**src/rtl/bcs_pkg.sv**
```systemverilog
`timescale 1ns / 1ps

package bcs_pkg;

  localparam int CAPTURE_DEPTH_DEF = 512;
  localparam int SLOT_W            = 9;
  localparam int ADDR_W            = 5;
  localparam int ROOT_STEPS        = 16;

  // breath phases
  localparam logic [2:0] PH_IDLE       = 3'd0;
  localparam logic [2:0] PH_WAIT_FIRST = 3'd1;
  localparam logic [2:0] PH_FIRST      = 3'd2;
  localparam logic [2:0] PH_WAIT_EX    = 3'd3;
  localparam logic [2:0] PH_EXHALE     = 3'd4;
  localparam logic [2:0] PH_WAIT_IN    = 3'd5;
  localparam logic [2:0] PH_INHALE     = 3'd6;

  // register map, index = paddr[4:2]
  localparam logic [2:0] REG_FIRST_THR = 3'd0;
  localparam logic [2:0] REG_IN_THR    = 3'd1;
  localparam logic [2:0] REG_EX_THR    = 3'd2;
  localparam logic [2:0] REG_MARGIN    = 3'd3;
  localparam logic [2:0] REG_TIMEOUT   = 3'd4;
  localparam logic [2:0] REG_RATIO     = 3'd5;

  localparam logic [14:0] RST_FIRST_THR = 15'd50;
  localparam logic [14:0] RST_IN_THR    = 15'd40;
  localparam logic [14:0] RST_EX_THR    = 15'd40;
  localparam logic [7:0]  RST_MARGIN    = 8'd5;
  localparam logic [15:0] RST_TIMEOUT   = 16'd500;
  localparam logic [15:0] RST_RATIO     = 16'd3277;

  typedef struct packed {
    logic [14:0] first_thr;
    logic [14:0] in_thr;
    logic [14:0] ex_thr;
    logic [7:0]  margin;
    logic [15:0] timeout;
    logic [15:0] ratio;
  } cfg_t;

  typedef struct packed {
    logic start;
    logic iter;
    logic commit;
    logic mul;
    logic load;
  } cmd_t;

  typedef struct packed {
    logic root_last;
  } stat_t;

  typedef struct packed {
    logic [2:0]         phase;
    logic               recording;
    logic               is_inhale;
    logic [SLOT_W-1:0]  slot;
    logic               cycle_done;
    logic               timed_out;
    logic               failed;
    logic signed [31:0] exhale_volume;
    logic signed [31:0] residual_volume;
  } res_t;

endpackage

```
**src/rtl/bcs_if.sv**
```systemverilog
`timescale 1ns / 1ps

interface bcs_in_if;
  logic               valid;
  logic               ready;
  logic signed [15:0] pressure;
  logic               button;

  modport source (output valid, output pressure, output button, input ready);
  modport sink (input valid, input pressure, input button, output ready);
endinterface

interface bcs_out_if;
  logic               valid;
  logic               ready;
  logic [2:0]         phase;
  logic               recording;
  logic               is_inhale;
  logic [8:0]         slot;
  logic               cycle_done;
  logic               timed_out;
  logic               failed;
  logic signed [31:0] exhale_volume;
  logic signed [31:0] residual_volume;

  modport source (
    output valid, output phase, output recording, output is_inhale, output slot,
    output cycle_done, output timed_out, output failed, output exhale_volume,
    output residual_volume, input ready
  );
  modport sink (
    input valid, input phase, input recording, input is_inhale, input slot,
    input cycle_done, input timed_out, input failed, input exhale_volume,
    input residual_volume, output ready
  );
endinterface

```
**src/rtl/breath_cycle_sequencer.sv**
```systemverilog
`timescale 1ns / 1ps
// Breath cycle sequencer for a spirometer front end.
// in_chan: one pressure sample (signed) and the start button per beat, valid/ready.
// out_chan: one result beat per sample: phase after the sample, capture slot,
//   cycle_done / timed_out / failed flags, exhale and residual volume (Q24.8).
// cfg_*: APB-style register port, registers at byte address 4*index, pready tied
//   high; write registers only while no sample is in flight.
// A sample is latched when accepted, then runs the 16-step square-root loop
//   in the datapath and the commit, multiply and load steps; the next sample
//   is accepted only after this result is loaded into the output register.
// in_ready is high only while no sample is in flight. A finished result waits
//   in the output register; when the receiver stalls, the next sample is still
//   processed but its result is held back until the previous beat is taken.
// Reset (rst_n low, synchronous): phase idle, volumes, tick and slot counters
//   cleared, registers back to their defaults, no result pending.
module breath_cycle_sequencer #(
  parameter int CAPTURE_DEPTH = bcs_pkg::CAPTURE_DEPTH_DEF
) (
  input  logic                       clk,
  input  logic                       rst_n,
  bcs_in_if.sink                     in_chan,
  bcs_out_if.source                  out_chan,
  input  logic                       cfg_psel,
  input  logic                       cfg_penable,
  input  logic                       cfg_pwrite,
  input  logic [bcs_pkg::ADDR_W-1:0] cfg_paddr,
  input  logic [31:0]                cfg_pwdata,
  output logic [31:0]                cfg_prdata,
  output logic                       cfg_pready
);
  import bcs_pkg::*;

  cfg_t  cfg;
  cmd_t  cmd;
  stat_t stat;
  res_t  res;

  bcs_regs u_regs (
    .clk     (clk),
    .rst_n   (rst_n),
    .psel    (cfg_psel),
    .penable (cfg_penable),
    .pwrite  (cfg_pwrite),
    .paddr   (cfg_paddr),
    .pwdata  (cfg_pwdata),
    .prdata  (cfg_prdata),
    .pready  (cfg_pready),
    .cfg     (cfg)
  );

  bcs_ctrl u_ctrl (
    .clk       (clk),
    .rst_n     (rst_n),
    .in_valid  (in_chan.valid),
    .in_ready  (in_chan.ready),
    .out_ready (out_chan.ready),
    .out_valid (out_chan.valid),
    .stat      (stat),
    .cmd       (cmd)
  );

  bcs_dp #(
    .CAPTURE_DEPTH (CAPTURE_DEPTH)
  ) u_dp (
    .clk      (clk),
    .rst_n    (rst_n),
    .pressure (in_chan.pressure),
    .button   (in_chan.button),
    .cfg      (cfg),
    .cmd      (cmd),
    .stat     (stat),
    .res      (res)
  );

  assign out_chan.phase           = res.phase;
  assign out_chan.recording       = res.recording;
  assign out_chan.is_inhale       = res.is_inhale;
  assign out_chan.slot            = res.slot;
  assign out_chan.cycle_done      = res.cycle_done;
  assign out_chan.timed_out       = res.timed_out;
  assign out_chan.failed          = res.failed;
  assign out_chan.exhale_volume   = res.exhale_volume;
  assign out_chan.residual_volume = res.residual_volume;

endmodule

```
**src/rtl/bcs_regs.sv**
```systemverilog
`timescale 1ns / 1ps

module bcs_regs (
  input  logic                       clk,
  input  logic                       rst_n,
  input  logic                       psel,
  input  logic                       penable,
  input  logic                       pwrite,
  input  logic [bcs_pkg::ADDR_W-1:0] paddr,
  input  logic [31:0]                pwdata,
  output logic [31:0]                prdata,
  output logic                       pready,
  output bcs_pkg::cfg_t              cfg
);
  import bcs_pkg::*;

  cfg_t       cfg_r;
  logic [2:0] idx;
  logic       wr_en;

  assign idx    = paddr[4:2];
  assign wr_en  = psel & penable & pwrite;
  assign pready = 1'b1;
  assign cfg    = cfg_r;

  always_ff @(posedge clk) begin
    if (!rst_n) begin
      cfg_r.first_thr <= RST_FIRST_THR;
      cfg_r.in_thr    <= RST_IN_THR;
      cfg_r.ex_thr    <= RST_EX_THR;
      cfg_r.margin    <= RST_MARGIN;
      cfg_r.timeout   <= RST_TIMEOUT;
      cfg_r.ratio     <= RST_RATIO;
    end else if (wr_en) begin
      unique case (idx)
        REG_FIRST_THR: cfg_r.first_thr <= pwdata[14:0];
        REG_IN_THR:    cfg_r.in_thr    <= pwdata[14:0];
        REG_EX_THR:    cfg_r.ex_thr    <= pwdata[14:0];
        REG_MARGIN:    cfg_r.margin    <= pwdata[7:0];
        REG_TIMEOUT:   cfg_r.timeout   <= pwdata[15:0];
        REG_RATIO:     cfg_r.ratio     <= pwdata[15:0];
        default: ;
      endcase
    end
  end

  always_comb begin
    unique case (idx)
      REG_FIRST_THR: prdata = {17'd0, cfg_r.first_thr};
      REG_IN_THR:    prdata = {17'd0, cfg_r.in_thr};
      REG_EX_THR:    prdata = {17'd0, cfg_r.ex_thr};
      REG_MARGIN:    prdata = {24'd0, cfg_r.margin};
      REG_TIMEOUT:   prdata = {16'd0, cfg_r.timeout};
      REG_RATIO:     prdata = {16'd0, cfg_r.ratio};
      default:       prdata = 32'd0;
    endcase
  end

endmodule

```
**src/rtl/bcs_ctrl.sv**
```systemverilog
`timescale 1ns / 1ps

module bcs_ctrl (
  input  logic           clk,
  input  logic           rst_n,
  input  logic           in_valid,
  output logic           in_ready,
  input  logic           out_ready,
  output logic           out_valid,
  input  bcs_pkg::stat_t stat,
  output bcs_pkg::cmd_t  cmd
);
  import bcs_pkg::*;

  typedef enum logic [2:0] {
    S_IDLE,
    S_ROOT,
    S_COMMIT,
    S_MUL,
    S_LOAD
  } st_t;

  st_t  st_r;
  logic out_valid_r;
  logic out_free;

  assign out_free  = !out_valid_r || out_ready;
  assign in_ready  = (st_r == S_IDLE);
  assign out_valid = out_valid_r;

  always_comb begin
    cmd        = '0;
    cmd.start  = (st_r == S_IDLE) && in_valid;
    cmd.iter   = (st_r == S_ROOT);
    cmd.commit = (st_r == S_COMMIT);
    cmd.mul    = (st_r == S_MUL);
    cmd.load   = (st_r == S_LOAD) && out_free;
  end

  always_ff @(posedge clk) begin
    if (!rst_n) begin
      st_r        <= S_IDLE;
      out_valid_r <= 1'b0;
    end else begin
      // a beat taken this cycle can be replaced by the next one at once
      if (st_r == S_LOAD && out_free) out_valid_r <= 1'b1;
      else if (out_ready)             out_valid_r <= 1'b0;
      unique case (st_r)
        S_IDLE:   if (in_valid) st_r <= S_ROOT;
        S_ROOT:   if (stat.root_last) st_r <= S_COMMIT;
        S_COMMIT: st_r <= S_MUL;
        S_MUL:    st_r <= S_LOAD;
        S_LOAD:   if (out_free) st_r <= S_IDLE;
        default:  st_r <= S_IDLE;
      endcase
    end
  end

  a_load_slot_free: assert property (@(posedge clk) disable iff (!rst_n)
    cmd.load |-> (!out_valid_r || out_ready))
    else $error("result loaded over an untaken beat");

  a_root_then_commit: assert property (@(posedge clk) disable iff (!rst_n)
    (st_r == S_ROOT && stat.root_last) |=> (st_r == S_COMMIT))
    else $error("root loop did not hand over to commit");

  a_start_blocks_input: assert property (@(posedge clk) disable iff (!rst_n)
    cmd.start |=> (st_r == S_ROOT && !in_ready))
    else $error("input taken while a sample is in flight");

endmodule

```
**src/rtl/bcs_dp.sv**
```systemverilog
`timescale 1ns / 1ps

module bcs_dp #(
  parameter int CAPTURE_DEPTH = bcs_pkg::CAPTURE_DEPTH_DEF
) (
  input  logic               clk,
  input  logic               rst_n,
  input  logic signed [15:0] pressure,
  input  logic               button,
  input  bcs_pkg::cfg_t      cfg,
  input  bcs_pkg::cmd_t      cmd,
  output bcs_pkg::stat_t     stat,
  output bcs_pkg::res_t      res
);
  import bcs_pkg::*;

  localparam int CW = $clog2(CAPTURE_DEPTH);
  localparam int SW = $clog2(ROOT_STEPS);

  function automatic logic signed [31:0] sat32(input logic signed [33:0] v);
    logic signed [33:0] hi;
    logic signed [33:0] lo;
    hi = 34'sh0_7FFF_FFFF;
    lo = -34'sh0_8000_0000;
    if (v > hi) return 32'sh7FFF_FFFF;
    else if (v < lo) return -32'sh8000_0000;
    else return v[31:0];
  endfunction

  function automatic logic [31:0] abs32(input logic signed [31:0] v);
    return v[31] ? 32'(-v) : 32'(v);
  endfunction

  // sample latch and iterative square root
  logic signed [15:0] p_r;
  logic               btn_r;
  logic [31:0]        x_r, res_r, bit_r;
  logic [SW-1:0]      step_r;
  logic [15:0]        mag;
  logic [31:0]        trial;

  // architectural state
  logic [2:0]         phase_r;
  logic [16:0]        elapsed_r;
  logic [CW-1:0]      cnt_r;
  logic [15:0]        last_root_r;
  logic signed [31:0] run_r, peak_r;

  // held result of the commit step
  res_t               hold_r;
  logic [31:0]        abs_res_r, abs_ex_r;
  logic [47:0]        prod_r;
  res_t               out_r;
  res_t               load_v;

  // commit logic
  logic [2:0]         ph_nxt;
  logic [16:0]        el_nxt, el_inc;
  logic [CW-1:0]      cnt_nxt, cnt_inc;
  logic [15:0]        lr_nxt, root, inc;
  logic signed [31:0] run_nxt, pk_nxt;
  logic [16:0]        trap_sum;
  logic signed [33:0] run_ext, inc_ext;
  logic signed [16:0] p_ext, fall_in, fall_ex;
  logic               timed, rec, inh, done, tout;
  logic [CW-1:0]      slot_c;
  logic [SLOT_W+CW-1:0] slot_wide;
  logic signed [31:0] ev, rv;

  assign mag            = pressure[15] ? 16'(-pressure) : 16'(pressure);
  assign trial          = res_r + bit_r;
  assign stat.root_last = (step_r == SW'(ROOT_STEPS - 1));
  assign root           = res_r[15:0];

  always_ff @(posedge clk) begin
    if (cmd.start) begin
      p_r    <= pressure;
      btn_r  <= button;
      step_r <= '0;
      bit_r  <= 32'h4000_0000;
      res_r  <= '0;
      x_r    <= {mag, 16'd0};
    end else if (cmd.iter) begin
      if (x_r >= trial) begin
        x_r   <= x_r - trial;
        res_r <= (res_r >> 1) + bit_r;
      end else begin
        res_r <= res_r >> 1;
      end
      bit_r  <= bit_r >> 2;
      step_r <= step_r + SW'(1);
    end
  end

  assign el_inc   = (elapsed_r == '1) ? elapsed_r : elapsed_r + 17'd1;
  assign timed    = el_inc > {1'b0, cfg.timeout};
  assign trap_sum = {1'b0, last_root_r} + {1'b0, root};
  assign inc      = trap_sum[16:1];
  assign run_ext  = 34'(run_r);
  assign inc_ext  = $signed({18'd0, inc});
  assign cnt_inc  = (cnt_r < CW'(CAPTURE_DEPTH - 1)) ? cnt_r + CW'(1) : cnt_r;
  assign p_ext    = 17'(p_r);
  assign fall_in  = $signed({2'b00, cfg.in_thr}) - $signed({9'd0, cfg.margin});
  assign fall_ex  = $signed({2'b00, cfg.ex_thr}) - $signed({9'd0, cfg.margin});

  always_comb begin
    ph_nxt  = phase_r;
    el_nxt  = elapsed_r;
    cnt_nxt = cnt_r;
    lr_nxt  = last_root_r;
    run_nxt = run_r;
    pk_nxt  = peak_r;
    rec     = 1'b0;
    inh     = 1'b0;
    slot_c  = '0;
    done    = 1'b0;
    tout    = 1'b0;
    ev      = '0;
    rv      = '0;
    if (phase_r == PH_IDLE || phase_r > PH_INHALE) begin
      ph_nxt = PH_IDLE;
      if (btn_r) begin
        ph_nxt  = PH_WAIT_FIRST;
        el_nxt  = '0;
        lr_nxt  = '0;
        run_nxt = '0;
        pk_nxt  = '0;
      end
    end else begin
      el_nxt = el_inc;
      unique case (phase_r)
        PH_WAIT_FIRST: if (p_ext > $signed({2'b00, cfg.first_thr})) ph_nxt = PH_FIRST;
        PH_FIRST:      if (p_ext < fall_in) ph_nxt = PH_WAIT_EX;
        PH_WAIT_EX: begin
          if (p_ext > $signed({2'b00, cfg.ex_thr})) begin
            ph_nxt  = PH_EXHALE;
            cnt_nxt = '0;
            lr_nxt  = '0;
          end
        end
        PH_EXHALE: begin
          rec     = 1'b1;
          slot_c  = cnt_r;
          cnt_nxt = cnt_inc;
          lr_nxt  = root;
          run_nxt = sat32(run_ext + inc_ext);
          if (p_ext < fall_ex) begin
            ph_nxt = PH_WAIT_IN;
            if (!timed) pk_nxt = run_nxt;
          end
        end
        PH_WAIT_IN: begin
          if (p_ext > $signed({2'b00, cfg.in_thr})) begin
            ph_nxt  = PH_INHALE;
            cnt_nxt = '0;
            lr_nxt  = '0;
          end
        end
        default: begin
          rec     = 1'b1;
          inh     = 1'b1;
          slot_c  = cnt_r;
          cnt_nxt = cnt_inc;
          lr_nxt  = root;
          run_nxt = sat32(run_ext - inc_ext);
          if (p_ext < fall_in) ph_nxt = PH_IDLE;
        end
      endcase
      // timeout overrides any phase change on the same sample
      if (timed) begin
        tout   = 1'b1;
        ph_nxt = PH_IDLE;
      end else if (ph_nxt != phase_r) begin
        el_nxt = '0;
        if (phase_r == PH_INHALE) begin
          done = 1'b1;
          ev   = peak_r;
          rv   = run_nxt;
        end
      end
    end
  end

  assign slot_wide = {{SLOT_W{1'b0}}, slot_c};

  always_ff @(posedge clk) begin
    if (!rst_n) begin
      phase_r     <= PH_IDLE;
      elapsed_r   <= '0;
      cnt_r       <= '0;
      last_root_r <= '0;
      run_r       <= '0;
      peak_r      <= '0;
    end else if (cmd.commit) begin
      phase_r     <= ph_nxt;
      elapsed_r   <= el_nxt;
      cnt_r       <= cnt_nxt;
      last_root_r <= lr_nxt;
      run_r       <= run_nxt;
      peak_r      <= pk_nxt;
    end
  end

  always_comb begin
    load_v        = hold_r;
    load_v.failed = hold_r.cycle_done && ({abs_res_r, 16'd0} > prod_r);
  end

  always_ff @(posedge clk) begin
    if (cmd.commit) begin
      hold_r.phase           <= ph_nxt;
      hold_r.recording       <= rec;
      hold_r.is_inhale       <= inh;
      hold_r.slot            <= slot_wide[SLOT_W-1:0];
      hold_r.cycle_done      <= done;
      hold_r.timed_out       <= tout;
      hold_r.failed          <= 1'b0;
      hold_r.exhale_volume   <= ev;
      hold_r.residual_volume <= rv;
      abs_res_r              <= abs32(rv);
      abs_ex_r               <= abs32(ev);
    end
    if (cmd.mul) prod_r <= {32'd0, cfg.ratio} * {16'd0, abs_ex_r};
    if (cmd.load) out_r <= load_v;
  end

  assign res = out_r;

  a_phase_legal: assert property (@(posedge clk) disable iff (!rst_n)
    phase_r <= PH_INHALE)
    else $error("phase register holds the unused code");

  a_timeout_to_idle: assert property (@(posedge clk) disable iff (!rst_n)
    (cmd.commit && tout) |=> (phase_r == PH_IDLE && !hold_r.cycle_done))
    else $error("timeout did not return to idle");

endmodule
```
**src/flat_wrapper.sv**
```systemverilog
// flat-port wrapper written by rule: the top's interface ports become plain ports
module breath_cycle_sequencer_flat import bcs_pkg::*;
#(
  parameter int CAPTURE_DEPTH = bcs_pkg::CAPTURE_DEPTH_DEF
)
  (clk, rst_n, cfg_psel, cfg_penable, cfg_pwrite, cfg_paddr, cfg_pwdata, cfg_prdata, cfg_pready, in_chan_valid, in_chan_pressure, in_chan_button, in_chan_ready, out_chan_valid, out_chan_phase, out_chan_recording, out_chan_is_inhale, out_chan_slot, out_chan_cycle_done, out_chan_timed_out, out_chan_failed, out_chan_exhale_volume, out_chan_residual_volume, out_chan_ready);
  bcs_in_if in_chan_i ();
  bcs_out_if out_chan_i ();
  input  logic clk;
  input  logic rst_n;
  input  logic cfg_psel;
  input  logic cfg_penable;
  input  logic cfg_pwrite;
  input  logic [bcs_pkg::ADDR_W-1:0] cfg_paddr;
  input  logic [31:0] cfg_pwdata;
  output logic [31:0] cfg_prdata;
  output logic cfg_pready;
  input wire logic [$bits(in_chan_i.valid)-1:0] in_chan_valid;
  input wire logic [$bits(in_chan_i.pressure)-1:0] in_chan_pressure;
  input wire logic [$bits(in_chan_i.button)-1:0] in_chan_button;
  output wire logic [$bits(in_chan_i.ready)-1:0] in_chan_ready;
  output wire logic [$bits(out_chan_i.valid)-1:0] out_chan_valid;
  output wire logic [$bits(out_chan_i.phase)-1:0] out_chan_phase;
  output wire logic [$bits(out_chan_i.recording)-1:0] out_chan_recording;
  output wire logic [$bits(out_chan_i.is_inhale)-1:0] out_chan_is_inhale;
  output wire logic [$bits(out_chan_i.slot)-1:0] out_chan_slot;
  output wire logic [$bits(out_chan_i.cycle_done)-1:0] out_chan_cycle_done;
  output wire logic [$bits(out_chan_i.timed_out)-1:0] out_chan_timed_out;
  output wire logic [$bits(out_chan_i.failed)-1:0] out_chan_failed;
  output wire logic [$bits(out_chan_i.exhale_volume)-1:0] out_chan_exhale_volume;
  output wire logic [$bits(out_chan_i.residual_volume)-1:0] out_chan_residual_volume;
  input wire logic [$bits(out_chan_i.ready)-1:0] out_chan_ready;
  assign in_chan_i.valid = in_chan_valid;
  assign in_chan_i.pressure = in_chan_pressure;
  assign in_chan_i.button = in_chan_button;
  assign in_chan_ready = in_chan_i.ready;
  assign out_chan_valid = out_chan_i.valid;
  assign out_chan_phase = out_chan_i.phase;
  assign out_chan_recording = out_chan_i.recording;
  assign out_chan_is_inhale = out_chan_i.is_inhale;
  assign out_chan_slot = out_chan_i.slot;
  assign out_chan_cycle_done = out_chan_i.cycle_done;
  assign out_chan_timed_out = out_chan_i.timed_out;
  assign out_chan_failed = out_chan_i.failed;
  assign out_chan_exhale_volume = out_chan_i.exhale_volume;
  assign out_chan_residual_volume = out_chan_i.residual_volume;
  assign out_chan_i.ready = out_chan_ready;
  breath_cycle_sequencer #(.CAPTURE_DEPTH(CAPTURE_DEPTH)) u_core (.clk(clk), .rst_n(rst_n), .in_chan(in_chan_i), .out_chan(out_chan_i), .cfg_psel(cfg_psel), .cfg_penable(cfg_penable), .cfg_pwrite(cfg_pwrite), .cfg_paddr(cfg_paddr), .cfg_pwdata(cfg_pwdata), .cfg_prdata(cfg_prdata), .cfg_pready(cfg_pready));
endmodule
```
**config.mk**
```make
export PLATFORM = sky130hd
export DESIGN_NAME = breath_cycle_sequencer_flat
export DESIGN_NICKNAME = d
export VERILOG_FILES = /design/src/rtl/bcs_pkg.sv /design/src/rtl/bcs_if.sv /design/src/rtl/breath_cycle_sequencer.sv /design/src/rtl/bcs_regs.sv /design/src/rtl/bcs_ctrl.sv /design/src/rtl/bcs_dp.sv /design/src/flat_wrapper.sv
export SDC_FILE = /design/constraint.sdc
export NUM_CORES = 2
export LEC_CHECK = 0
export ABC_AREA = 1
export BUFFER_PORTS_ARGS = -buffer_cell sky130_fd_sc_hd__buf_2
export CORE_ASPECT_RATIO = 0.7
export CORE_MARGIN = 3
export CORE_UTILIZATION = 31
export CTS_CLUSTER_DIAMETER = 50
export DETAILED_ROUTE_END_ITERATION = 7
export GPL_TIMING_DRIVEN = 0
export PLACE_DENSITY = 0.53
export SLEW_MARGIN = 0
export SYNTH_ARGS = -nofsm -noshare
export SYNTH_HDL_FRONTEND = slang
export SYNTH_SLANG_ARGS = --single-unit
```
**constraint.sdc**
```tcl
create_clock -name clk -period 11.05 [get_ports clk]
set_clock_uncertainty 0.2 [all_clocks]
set_input_delay 0.5525 -clock clk [delete_from_list [all_inputs] [get_ports clk]]
set_output_delay 0.5525 -clock clk [all_outputs]
set_load 0.02 [all_outputs]
```
==> impl_metrics.ini <==
[cts]
clk_latency_ns = 0.68
post_cts_resized = 0
cts_tree = yes
cts_buffers = 76
cts_buffer_depth = 3
htreeDepth = 3
path_clk_slew_ns = 0.06
cts-root-buf = clkbuf_16
clock_sinks = 570
postCtsSetupBuffers = 0

[flow_run]
max_cap_violations = 0

[die]
die_y_um = 345.1
rows = 123
ioPinCount = 177
core_um2 = 161900
dieArea_um2 = 169300
die_w_um = 490.5
initial_core_util = 0.3146

[power]
pwr_density_cell_nw_per_um2 = 238.2
ir_drop_v = 0.0003620
cellLeakagePower_nw = 26.51
report.power.total_w = 0.01369

[global_routing]
antenna_found_initial = 11
grt_first_pass_wirelength_um = 280500
grt_util_all_layers = 0.2179
grt_max_degree = 34
grt_pass1_vias = 42973
gr-total-overflow = 0

[sta]
min_period_over_period = 0.7918
hold_viol = 0
layout_setup_ws_ns = 2.301
setup_viol_count_final = 0
relSlewSlack = 0.1652
worst_pin_slew_ns = 1.243
final_max_slew_viol_count = 0
layout_min_cycle_time_ns = 8.749
timing.hold.ws_ns = 0.05299
max_freq_mhz = 114.3
rsz0062_at_grt = no

[synth]
avgSynthCellArea_um2 = 7.841
ys.flop_type = edfxtp_1
seq_area_frac_synth = 0.2838
synth_edf_count = 304
yosysWarnings = 0
synthArstFlopShare = 0
synth.area.top_cells = edfxtp_1, fa_1, nand2_1
synth_cell_types = 65
synth_top_area_cell = edfxtp_1
synth_cells = 6495
ys_ff_latch = 570
synth.cell_area_um2 = 50930
synth_top_cell_area_share = 0.1792

[detailed_routing]
vias = 45155
drc = 0
dr.pass1.iters = 8
initialDrtViolationCount = 5302
viasPerCell = 5.003
wl_per_cell_um = 20.83
drtAntennaViolNets = 0
wl_um = 188000

[placement]
routabilityCongestion = 0.9566
dp_hpwl_um = 155200
numPortBuffers = 141
pre_cts_slack_ns = 2.525
dp.cells = 8858

[setup_path]
timing.rr.end = u_core.u_dp.prod_r[47]$_DFFE_PP_
crit_slowest_cell = nor4_1
crit_required_ns = 11.32
rr_worst_depth = 27
crit_path_start_kind = flop
max_stage_delay_ns = 0.84
arrival_ns = 9.01
reg2reg_from = u_core.u_regs.cfg[2]$_SDFFE_PN1P_
r2r_slack_ns = 2.30
setup.worst_path.class = reg2reg
cp-end-kind = flop
crit_family = adder cells
crit_buf_inv = 8
cp_max_fo = 10

[cells_and_area]
utilization = 0.3550
drive_above_1_share = 0.06410
final_nets = 7641
syn_to_final_growth_pct = 12.86
fill_cells = 17203
layout.cells.non_filler = 9025
final_common_cell = nand2_1
final_cell_mix = nand2_1, inv_1, a21oi_1

[worst_hold_path]
whs_endpoint = u_core.u_regs.cfg[13]$_SDFFE_PN0P_
hold_class = in2reg
worstHoldStart = cfg_pwdata[13]
hold-path-cell-count = 3

[status]
status = complete, no violations
-- layout make-up --
type,instances,area [um2],area share
clock inverters,50,569.3,0.009904
flip-flops and latches,570,14450,0.2515
inverters,1121,4208,0.07320
clock buffers,91,2013,0.03502
well taps,2187,2736,0.04761
multi-input cells,4535,31130,0.5416
diodes,5,12.51,0.0002177
repair buffers,182,1142,0.01987
plain buffers,284,1212,0.02109
-- routing by layer --
metal / GRT usage / up-vias / routed length (um)
li1: - / 21278 / -
met3: 0.06295 / 167 / 21400
met5: 0 / - / 7
met1: 0.3555 / 21782 / 95310
met4: 0.03639 / 2 / 2897
met2: 0.2759 / 1926 / 68420
-- Yosys cell counts (12+ instances only) --
cell,count
ha_1,386
nor3_1,62
o31ai_1,12
o211ai_1,16
nand2_2,24
nor4_1,32
nand4_1,63
o21a_1,16
o221ai_1,27
xnor2_1,70
o21ai_0,295
nand3_1,225
xor2_1,133
inv_2,21
nand2_1,1638
o21bai_1,25
o22ai_1,25
clkbuf_1,223
dfxtp_1,266
nor2_2,13
inv_1,1096
a21oi_1,454
buf_2,23
a31oi_1,41
o21ai_1,39
a221oi_1,16
buf_4,26
fa_1,424
nor2_1,384
nand3_2,15
edfxtp_1,304
-- power breakdown --
group	total (W)	internal (W)	switching, W
sequential	0.00282	0.00263	0.000194
combinational	0.00831	0.00254	0.00577
clock	0.00256	0.00148	0.00108
-- state kept, by name, summed over array words and instances, names as in the netlist, 9 cells and up --
register and flops:
u_core.u_regs.cfg 85, u_core.u_dp.res 81, u_core.u_dp.hold_r 80, u_core.u_dp.prod_r 48, u_core.u_dp.peak_r 32, u_core.u_dp.res_r 32, u_core.u_dp.run_r 32, u_core.u_dp.x_r 32
u_core.u_dp.abs_ex_r 31, u_core.u_dp.abs_res_r 31, u_core.u_dp.elapsed_r 17, u_core.u_dp.bit_r 16, u_core.u_dp.last_root_r 16, u_core.u_dp.p_r 16, u_core.u_dp.cnt_r 9
-- worst max-delay path by stage --
stage                                       start                                end  slack (ns)  cells past startpoint
2_1_floorplan  u_core.u_ctrl.st_r[0]$_SDFFE_PN0P_  u_core.u_dp.cnt_r[8]$_SDFFE_PN0P_        1.56                     16
3_3_place_gp                       out_chan_ready       u_core.u_dp.res[2]$_DFFE_PP_       -5.30                      3
3_5_place_dp    u_core.u_regs.cfg[3]$_SDFFE_PN1P_   u_core.u_dp.prod_r[46]$_DFFE_PP_        2.53                     26
4_1_cts         u_core.u_regs.cfg[3]$_SDFFE_PN1P_   u_core.u_dp.prod_r[46]$_DFFE_PP_        2.42                     26
5_1_grt         u_core.u_regs.cfg[3]$_SDFFE_PN1P_   u_core.u_dp.prod_r[46]$_DFFE_PP_        1.97                     26
6_report        u_core.u_regs.cfg[2]$_SDFFE_PN1P_   u_core.u_dp.prod_r[47]$_DFFE_PP_        2.30                     27
-- logic make-up after synthesis --
logic type      share of synthesized area
mux                             0.0001965
flops                              0.2838
buf+inv                            0.1064
xor+xnor                          0.03491
other cells                     0.0001475
simple gates                       0.2008
fa+ha+maj                          0.2615
compound gates                     0.1122
-- stage by stage --
step,cell area [um2],setup TNS (ns)
finish,57480,0
global route,57470,0
CTS,57470,0
detailed placement,54670,0
global placement,54430,-824.39
floorplan,50990,0
-- what timing repair did --
action | in CTS | in global routing
endpoints found under the setup margin | 0 | 0
endpoints found under the hold margin | 24 | 0
hold buffers | 21 | 0
-- worst reg2reg max path, stage by stage (launching register included) --
cell and delay (ns):
dfxtp_1 0.30, clkbuf_1 0.77, clkbuf_1 0.60, nand2_1 0.17
fa_1 0.54, inv_1 0.06, fa_1 0.55, inv_1 0.06
fa_1 0.50, inv_1 0.05, fa_1 0.54, inv_1 0.07
fa_1 0.56, inv_1 0.07, fa_1 0.50, ha_1 0.39
a21oi_1 0.15, inv_1 0.09, nor2_1 0.10, a21oi_1 0.09
nor4_1 0.84, o31ai_1 0.22, nand2_1 0.10, nand2_1 0.09
nand3_1 0.09, o311ai_0 0.28, a31oi_1 0.27, xor2_1 0.30
(Power assumes the default switching activity.)
